[src/hdl/emadip_pkg.sv]
// -----------------------------------------------------------------------------
// emadip_pkg
// Types and constants shared by the averaging dip detector with hysteresis.
// -----------------------------------------------------------------------------
package emadip_pkg;

  // Widths of the fixed fields.
  localparam int unsigned AlphaW    = 8;
  localparam int unsigned ThrW      = 12;
  localparam int unsigned LimitW    = 8;
  localparam int unsigned CountW    = 16;
  localparam int unsigned CfgIndexW = 2;
  localparam int unsigned CfgDataW  = 12;

  // Register values after reset.
  localparam logic [AlphaW-1:0] AlphaReset     = 8'd26;
  localparam logic [ThrW-1:0]   ThresholdReset = 12'd227;
  localparam logic [ThrW-1:0]   HysteresisReset = 12'd68;
  localparam logic [LimitW-1:0] IdleLimitReset = 8'd10;

  localparam logic [CountW-1:0] CountMax = 16'hFFFF;

  // Item kinds.
  typedef enum logic [1:0] {
    ACT_SAMPLE = 2'd0,
    ACT_TICK   = 2'd1,
    ACT_SET    = 2'd2
  } action_e;

  // Configuration register indexes.
  typedef enum logic [CfgIndexW-1:0] {
    CFG_ALPHA      = 2'd0,
    CFG_THRESHOLD  = 2'd1,
    CFG_HYSTERESIS = 2'd2,
    CFG_IDLE_LIMIT = 2'd3
  } cfg_idx_e;

endpackage

[src/hdl/ema_dip_detector_hysteresis_unit.sv]
// -----------------------------------------------------------------------------
// ema_dip_detector_hysteresis_unit
// Exponential average of light samples with dip counting, hysteresis and idle.
// -----------------------------------------------------------------------------
// Usage:
// Each input word carries an action (sample, countdown tick or set count), a
// sample and a new count value. Both channels use valid/ready. An accepted word
// is held in an input register; once the output register is free, the average
// update, the dip compare and the count update run in one pass and the result
// word is loaded into the output register together with the new detector state.
// One word is taken every cycle while the receiver keeps up. When the receiver
// stalls, the result waits in the output register and one further word can be
// taken into the input register; after that in_ready_o falls until the result
// is taken. The throughput is set by the state loop through the two multipliers
// of the average update, which closes in one pass.
// Reset clears both stages, sets the average, count and reference to zero, arms
// the detector, clears idle and loads the registers with their default values.
// Configuration writes take effect at once; the user must make them while the unit is idle (unchecked).
// -----------------------------------------------------------------------------
module ema_dip_detector_hysteresis_unit #(
  parameter int unsigned SAMPLE_BITS = 12
) (
  input  logic                                  clk_i,
  input  logic                                  rst_ni,
  // Configuration port
  input  logic                                  cfg_we_i,
  input  logic [emadip_pkg::CfgIndexW-1:0]      cfg_index_i,
  input  logic [emadip_pkg::CfgDataW-1:0]       cfg_wdata_i,
  // Input channel
  input  logic                                  in_valid_i,
  output logic                                  in_ready_o,
  input  logic [1:0]                            action_i,
  input  logic [SAMPLE_BITS-1:0]                sample_i,
  input  logic [emadip_pkg::CountW-1:0]         set_value_i,
  // Output channel
  output logic                                  out_valid_o,
  input  logic                                  out_ready_i,
  output logic [SAMPLE_BITS-1:0]                average_o,
  output logic [emadip_pkg::CountW-1:0]         dip_count_o,
  output logic                                  dip_found_o,
  output logic                                  armed_o,
  output logic                                  idle_o
);

  localparam int unsigned AccW = SAMPLE_BITS + 9;
  localparam int unsigned ThrSumW = emadip_pkg::ThrW + 1;
  localparam int unsigned CmpW = ((SAMPLE_BITS > ThrSumW) ? SAMPLE_BITS : ThrSumW) + 2;

  // Configuration registers.
  logic [emadip_pkg::AlphaW-1:0] alpha_q;
  logic [emadip_pkg::ThrW-1:0]   threshold_q;
  logic [emadip_pkg::ThrW-1:0]   hysteresis_q;
  logic [emadip_pkg::LimitW-1:0] idle_limit_q;

  always_ff @(posedge clk_i or negedge rst_ni) begin
    if (!rst_ni) begin
      alpha_q      <= emadip_pkg::AlphaReset;
      threshold_q  <= emadip_pkg::ThresholdReset;
      hysteresis_q <= emadip_pkg::HysteresisReset;
      idle_limit_q <= emadip_pkg::IdleLimitReset;
    end else if (cfg_we_i) begin
      case (emadip_pkg::cfg_idx_e'(cfg_index_i))
        emadip_pkg::CFG_ALPHA:      alpha_q <= cfg_wdata_i[emadip_pkg::AlphaW-1:0];
        emadip_pkg::CFG_THRESHOLD:  threshold_q <= cfg_wdata_i[emadip_pkg::ThrW-1:0];
        emadip_pkg::CFG_HYSTERESIS: hysteresis_q <= cfg_wdata_i[emadip_pkg::ThrW-1:0];
        emadip_pkg::CFG_IDLE_LIMIT: idle_limit_q <= cfg_wdata_i[emadip_pkg::LimitW-1:0];
        default: ;
      endcase
    end
  end

  // Input stage.
  logic                          in_valid_q;
  logic [1:0]                    action_q;
  logic [SAMPLE_BITS-1:0]        sample_q;
  logic [emadip_pkg::CountW-1:0] set_value_q;
  logic                          out_valid_q;
  logic                          advance;

  assign advance    = in_valid_q && (!out_valid_q || out_ready_i);
  assign in_ready_o = !in_valid_q || !out_valid_q || out_ready_i;

  always_ff @(posedge clk_i or negedge rst_ni) begin
    if (!rst_ni) begin
      in_valid_q <= 1'b0;
    end else if (in_ready_o) begin
      in_valid_q <= in_valid_i;
    end
  end

  always_ff @(posedge clk_i) begin
    if (in_valid_i && in_ready_o) begin
      action_q    <= action_i;
      sample_q    <= sample_i;
      set_value_q <= set_value_i;
    end
  end

  // Detector state. The state after an item is exactly what its result reports,
  // and it only changes when the next result is loaded, so it drives the
  // output fields directly.
  logic [SAMPLE_BITS-1:0]        avg_q, avg_d;
  logic [emadip_pkg::CountW-1:0] count_q, count_d;
  logic                          armed_q, armed_d;
  logic [SAMPLE_BITS-1:0]        ref_q, ref_d;
  logic                          idle_q, idle_d;
  logic                          found_q, found_d;

  // Average update.
  logic [8:0]                 weight_old;
  logic [AccW-1:0]            acc;
  logic [SAMPLE_BITS-1:0]     avg_new;
  logic signed [CmpW-1:0]     diff_s;
  logic signed [CmpW-1:0]     thr_s;
  logic [ThrSumW-1:0]         thr;
  logic [SAMPLE_BITS-1:0]     back_abs;
  logic                       rearm_close;
  logic [emadip_pkg::CountW-1:0] count_sample;

  assign weight_old = 9'd256 - {1'b0, alpha_q};
  assign acc = AccW'(weight_old) * AccW'(avg_q) + AccW'(alpha_q) * AccW'(sample_q);
  assign avg_new = acc[SAMPLE_BITS+7:8];

  assign diff_s = $signed(CmpW'(avg_new)) - $signed(CmpW'(sample_q));
  assign thr = armed_q ? ThrSumW'(threshold_q)
                       : ThrSumW'(threshold_q) + ThrSumW'(hysteresis_q);
  assign thr_s = $signed(CmpW'(thr));

  assign back_abs = (ref_q >= sample_q) ? (ref_q - sample_q) : (sample_q - ref_q);
  assign rearm_close = CmpW'(back_abs) < CmpW'(hysteresis_q);

  assign count_sample = (count_q != emadip_pkg::CountMax) ? count_q + 1'b1 : count_q;

  always_comb begin
    avg_d   = avg_q;
    count_d = count_q;
    armed_d = armed_q;
    ref_d   = ref_q;
    idle_d  = idle_q;
    found_d = 1'b0;
    case (emadip_pkg::action_e'(action_q))
      emadip_pkg::ACT_SAMPLE: begin
        avg_d = avg_new;
        if (diff_s >= thr_s) begin
          if (armed_q) begin
            count_d = count_sample;
            ref_d   = avg_new;
            idle_d  = 1'b0;
            armed_d = 1'b0;
            found_d = 1'b1;
          end
        end else if (rearm_close) begin
          armed_d = 1'b1;
        end
        if (count_d >= emadip_pkg::CountW'(idle_limit_q)) begin
          idle_d = 1'b1;
        end
      end
      emadip_pkg::ACT_TICK: begin
        if (idle_q && armed_q && (count_q != '0)) begin
          count_d = count_q - 1'b1;
        end
      end
      emadip_pkg::ACT_SET: begin
        count_d = set_value_q;
      end
      default: ;
    endcase
  end

  always_ff @(posedge clk_i or negedge rst_ni) begin
    if (!rst_ni) begin
      avg_q       <= '0;
      count_q     <= '0;
      armed_q     <= 1'b1;
      ref_q       <= '0;
      idle_q      <= 1'b0;
      found_q     <= 1'b0;
      out_valid_q <= 1'b0;
    end else begin
      if (advance) begin
        avg_q   <= avg_d;
        count_q <= count_d;
        armed_q <= armed_d;
        ref_q   <= ref_d;
        idle_q  <= idle_d;
        found_q <= found_d;
      end
      if (advance) begin
        out_valid_q <= 1'b1;
      end else if (out_ready_i) begin
        out_valid_q <= 1'b0;
      end
    end
  end

  assign out_valid_o = out_valid_q;
  assign average_o   = avg_q;
  assign dip_count_o = count_q;
  assign dip_found_o = found_q;
  assign armed_o     = armed_q;
  assign idle_o      = idle_q;

endmodule
[config.mk]
export PLATFORM = sky130hd
export DESIGN_NAME = ema_dip_detector_hysteresis_unit
export DESIGN_NICKNAME = d
export VERILOG_FILES = /design/src/hdl/emadip_pkg.sv /design/src/hdl/ema_dip_detector_hysteresis_unit.sv
export SDC_FILE = /design/constraint.sdc
export NUM_CORES = 1
export LEC_CHECK = 0
export ABC_AREA = 0
export BUFFER_PORTS_ARGS = -buffer_cell sky130_fd_sc_hd__clkbuf_2
export CORE_UTILIZATION = 25
export CTS_CLUSTER_DIAMETER = 60
export DETAILED_ROUTE_END_ITERATION = 7
export SYNTH_ARGS = -nofsm -noshare
export SYNTH_HDL_FRONTEND = slang
export SYNTH_SLANG_ARGS = --single-unit
[constraint.sdc]
create_clock -name clk_i -period 21.2 [get_ports clk_i]
set_input_delay 4.24 -clock clk_i [delete_from_list [all_inputs] [get_ports clk_i]]
set_output_delay 4.24 -clock clk_i [all_outputs]
set_load 0.01 [all_outputs]
* Word-level counts from Yosys, hierarchy flattened
Cells that the tools add are included.
Word-level totals: bits in registers 115, bits of input ports 49, output and inout port bits 33
Operators by class: add/subtract/negate cells 8, $mul 2, magnitude comparators 4, equal/unequal tests 7, mux-type cells 18, reductions and logical operators 26
Operators with widths (number):
- $mux 16 | 5
- $pmux 16 s3 | 1
- $sub 12x12->12 | 2
- $add 20x20->20 | 1
- $mul 8x12->20 | 1
- $mul 9x12->20 | 1
- $add 16x1->16 const B | 1
- $ge 16x8->1 | 1
- $ne 16x16->1 const B | 1
- $reduce_bool 16->1 | 1
- $sub 16x1->16 const B | 1
- $ge 13x14->1 | 1
- $add 12x12->13 | 1
- $mux 13 | 1
- $sub 12x12->13 | 1
- $ge 12x12->1 | 1
- $lt 12x12->1 | 1
- $mux 12 | 1
- $mux 1 | 10
- $reduce_and 2->1 | 5
- $sub 9x8->9 const A | 1
- $reduce_and 4->1 | 2
- $reduce_bool 2->1 | 4
- $eq 2x2->1 const B | 3
- 8 further kinds | 17

* Logic depth before layout (Yosys ltp)
depth in word-level cells 10, mapped depth 51, gate-level depth less buffers 48

* Worst setup path after synthesis
Ideal clock, no wire load.
kind reg2reg, from register alpha_q[0] (netlist name), to register idle_q, in the netlist idle_o, data arrival time 10.479 ns, data required time 21.058 ns, path slack 10.579 ns, stages on the path, launching flop included 44, buffers on the path 2, clock period less this slack 10.621 ns, cell sequence dfrtp_1 -> inv_1 -> clkbuf_1 -> ha_1 -> nand2_1 -> or3_1 -> xor2_1 -> clkbuf_1 -> and2_1 -> fa_1 -> inv_1 -> fa_1 -> inv_1 -> fa_1 -> fa_1 -> fa_1 -> fa_1 -> ha_1 -> (+8 left out) -> a41o_1 -> o41ai_1 -> xnor2_1 -> ha_1 -> a211oi_1 -> nand2_1 -> a211oi_1 -> a21oi_1 -> nand3_2 -> mux2_2 -> ha_1 -> a21o_1 -> a21oi_1 -> o21ai_0 -> a21oi_1 -> o21ai_0 -> nor4b_1 -> o2111ai_1
Between the ends: cells in the longest elaborated chain, start to end 10
RTL lines:
- start: declaration | RTL line ema_dip_detector_hysteresis_unit.sv:50 | logic [emadip_pkg::AlphaW-1:0] alpha_q;
- start signal: assignment | RTL line ema_dip_detector_hysteresis_unit.sv:57 | alpha_q <= emadip_pkg::AlphaReset;
- start signal: assignment | RTL line ema_dip_detector_hysteresis_unit.sv:63 | emadip_pkg::CFG_ALPHA: alpha_q <= cfg_wdata_i[emadip_pkg::AlphaW-1:0];
- $sub 9x8->9 | RTL line ema_dip_detector_hysteresis_unit.sv:120 | assign weight_old = 9'd256 - {1'b0, alpha_q};
- $mul 9x12->20 | RTL line ema_dip_detector_hysteresis_unit.sv:121 | assign acc = AccW'(weight_old) * AccW'(avg_q) + AccW'(alpha_q) * AccW'(sample_q);
- $add 20x20->20 (*) | RTL line ema_dip_detector_hysteresis_unit.sv:121
- via acc[13] | RTL line ema_dip_detector_hysteresis_unit.sv:111 | logic [AccW-1:0] acc;
- $sub 12x12->13 (*) | RTL line ema_dip_detector_hysteresis_unit.sv:124 | assign diff_s = $signed(CmpW'(avg_new)) - $signed(CmpW'(sample_q));
- $ge 13x14->1 (*) | RTL line ema_dip_detector_hysteresis_unit.sv:144 | if (diff_s >= thr_s) begin
- $mux 16 | RTL line ema_dip_detector_hysteresis_unit.sv:144
- $mux 16 | RTL line ema_dip_detector_hysteresis_unit.sv:141 | case (emadip_pkg::action_e'(action_q))
- $ge 16x8->1 | RTL line ema_dip_detector_hysteresis_unit.sv:155 | if (count_d >= emadip_pkg::CountW'(idle_limit_q)) begin
- $reduce_bool 2->1 (no line)
- $reduce_and 4->1 (no line)
- end signal: assignment | RTL line ema_dip_detector_hysteresis_unit.sv:186 | idle_q <= idle_d;
- end: declaration | RTL line ema_dip_detector_hysteresis_unit.sv:106 | logic idle_q, idle_d;
Mark *: on every way through the listed nets, which the timed path passes. The rest lies on a longest branch. The select of a mux whose other input is x is not followed. A chain may end at the register's enable or synchronous reset.

* Worst setup path in the final report
Ends and elaborated chain as after synthesis.

==> flow_summary_export.csv <==
group,metric,value,unit
sta,maxSlewViolCount,0,
floorplan,ios,82,
clocking,cts_resized,0,
setup_path,crit_family,"adder cells",
logic_synthesis,async_flop_share,73.91,%
setup_path,worstPathArrival,12.57,ns
min_path,hp-class,"reg2reg",
sta,setup_viol,0,
run_status,status,"completed",
clocking,cts_hold_buf,0,
floorplan,core_area,0.05759,mm²
logic_synthesis,syn_nets,1955,
clocking,clock_sinks,115,
cells_and_area,multi_input_area,0.01021,mm²
clocking,cts_buffers,17,
floorplan,die_w,243.2,µm
clocking,post-cts-setup-buffers,0,
global_routing,antenna_found_initial,0,
routing,wl,39140,µm
global_routing,grt_max_degree,66,
sta,timing.slew.headroom,22.36,%
logic_synthesis,synth_fa_ha_area_share,35.92,%
logic_synthesis,synth_top_area_share,22.58,%
sta,period_share,58.08,%
logic_synthesis,synth-xor-area-share,4.337,%
setup_path,required,21.46,ns
logic_synthesis,avgSynthCellArea,9.161,µm²
logic_synthesis,synth-compound-area-share,10.09,%
clocking,htreeDepth,4,
sta,fin_setup_tns,0,ns
logic_synthesis,ys_top_cells_by_area,"fa_1 (23%), ha_1 (13%), dfrtp_1 (12%)",
sta,fin_skew,0.01637,ns
global_routing,grt_pass1_vias,11986,
setup_path,cp_slowest_cell,"xor2_1",
logic_synthesis,synth_seq_area_share,20.94,%
sta,hold_violations,0,
cells_and_area,n_fill_cell,6101,
sta,finalCriticalPeriod,12.31,ns
cells_and_area,instances_no_fill,2398,
cells_and_area,utilization,28.24,%
setup_path,cpMostUsedCell,"fa_1",
routing,dr.max_layer_used,"met4",
routing,met1_length,17470,µm
sta,worstMarginPinSlew,1.156,ns
routing,route.detailed.drc,0,
cells_and_area,final_nets,1988,
routing,routed-via-count,11280,
setup_path,crit_fanout,17,
global_routing,grt_pass1_wl,64530,µm
placement,dp_cells,2366,
clocking,cts_tree,"done",
placement,port_buffers,81,
setup_path,path_class,"reg2reg",
routing,first_iter_violations,750,
routing,routed-wl-met3,1960,µm
logic_synthesis,synth_area_leader_cell,"fa_1",
cells_and_area,n_antenna_cell,0,
routing,wl_met2,19030,µm
setup_path,end_kind,"flip-flop",
routing,vias_per_cell,4.704,
logic_synthesis,ys_types,67,
routing,ant_nets,0,
clocking,clkSlewWorstSetupHoldPaths,0.06,ns
placement,gp_congestion,0.8566,
floorplan,rows,88,
logic_synthesis,synth_cells,1587,
routing,wl_per_cell,16.32,µm
cells_and_area,area_growth,11.86,%
sta,max_freq,81.22,MHz
flow_run,maxCapViolCount,0,
global_routing,grt_use_total,13.62,%
setup_path,max_stage_delay,0.72,ns
cells_and_area,drive_gt1_share,11.64,%
logic_synthesis,ys_warn_count,0,
clocking,clk_latency,0.42,ns
logic_synthesis,synth_top_family_by_area,"adder cells",
floorplan,die_y,243.2,µm
floorplan,start_util,25.25,%
floorplan,die_area,0.05912,mm²
logic_synthesis,synth-edff-count,30,
logic_synthesis,synth_mux_area_share,4.785,%
routing,dr.pass1.iters,5,
setup_path,crit_buf_inv,5,
sta,rsz0062_at_grt,"false",
placement,dp_hpwl,30680,µm
cells_and_area,ff_latch_area,0.003044,mm²
clocking,cts.path.max_buffers,2,
setup_path,startpoint_type,"flip-flop",
logic_synthesis,synth-seq-cells,115,
logic_synthesis,synthSimpleGateAreaFrac,15.12,%
logic_synthesis,synth_area,0.01454,mm²
logic_synthesis,synth_flop_cell,"dfrtp_1",
global_routing,grt.overflow.total,0,
clocking,root_buffer,"clkbuf_16",
-- area by class of cell --
cell class                      instances  area share [%]
Clock buffer                           25           3.177
Clock inverter                          7          0.4385
Timing Repair Buffer                   89           2.877
Tap cell                              765           5.886
Inverter                              264           6.093
Sequential cell                       115           18.72
Multi-Input combinational cell       1133           62.81
-- state kept, by name (all words and copies together) (netlist names) --
register / flops
idle_limit_q: 8
ref_q: 12
alpha_q: 8
sample_q: 12
out_valid_o: 1
armed_o: 1
average_o: 12
hysteresis_q: 12
set_value_q: 16
threshold_q: 12
dip_count_o: 16
in_valid_q: 1
action_q: 2
idle_o: 1
dip_found_o: 1
-- cells by family after synthesis --
group,after synthesis
compound gates,225
flops,115
mux,63
buf+inv,339
simple gates,454
xor+xnor,72
fa+ha+maj,319
-- per-stage QoR --
| stage | setup slack (ns) | instance area, µm² | hold slack, ns |
|---|---|---|---|
| final | 8.887 | 16260 | 0.5020 |
| after global routing | 7.985 | 16260 | 0.5168 |
| after CTS | 8.887 | 16260 | 0.5059 |
| after detailed placement | 8.925 | 15680 | 0.4857 |
| after global placement | 9.309 | 15680 | 0.4914 |
| after floorplan | 10.58 | 14540 | 0.4794 |
-- worst reg2reg max path: cells and delay by family, from the launching register on --
kind | cells | cell delay [ns]
mux | 1 | 0.37
simple gates | 6 | 1.41
fa+ha+maj | 11 | 4.48
compound gates | 16 | 3.51
flops | 1 | 0.63
xor+xnor | 3 | 1.11
buf+inv | 5 | 0.64
-- per-layer routing --
| layer | vias up | track usage (%) |
|---|---|---|
| met5 | - | 0 |
| met4 | 0 | 3.348 |
| met3 | 48 | 1.813 |
| met2 | 365 | 23.42 |
| met1 | 5629 | 17.92 |
| li1 | 5238 | - |
-- cell usage after synthesis, types with 6 or more instances --
library cell	count
a31oi_1	7
nor2_1	76
a211oi_1	7
nand3b_1	6
edfxtp_1	30
nand2_1	173
nand2b_1	8
nand3_1	24
mux2_2	52
buf_2	7
xnor2_1	48
nand4_1	15
o31ai_1	10
or3_1	6
inv_1	264
and2_1	94
nor4_1	8
dfstp_2	13
clkbuf_1	65
o21a_1	12
fa_1	164
mux2i_1	11
nor3_1	20
ha_1	155
a21o_1	17
o21ai_0	42
dfrtp_1	72
xor2_1	24
a21oi_1	65
o211ai_1	7
-- path summary, 6_finish.rpt --
path	start	endpoint	slack (ns)	cells past startpoint
worst min-delay path	dip_found_o	dip_found_o	0.50	1
max in group asynchronous	rst_ni	threshold_q[4]	16.34	2
worst max-delay path	alpha_q[0]	idle_o	8.89	42
worst max register to register	alpha_q[0]	idle_o	8.89	42
worst min register to register	dip_found_o	dip_found_o	0.50	1
min in group asynchronous	rst_ni	dip_count_o[11]	3.71	1
-- cell usage in the layout (no fill, tap or decap), types with 20 or more instances in the layout --
cell and n:
mux2_2 52, edfxtp_1 30, nor2_1 76, xnor2_1 48
nor3_1 20, and2_1 93, fa_1 164, nand3_1 24
nand2_1 173, o21ai_0 42, xor2_1 24, ha_1 155
clkbuf_2 80, inv_1 264, a21oi_1 65, dfrtp_1 72
Power is not shown: default switching activity piles up to over one toggle a cycle in this logic, so the estimate is an artifact.
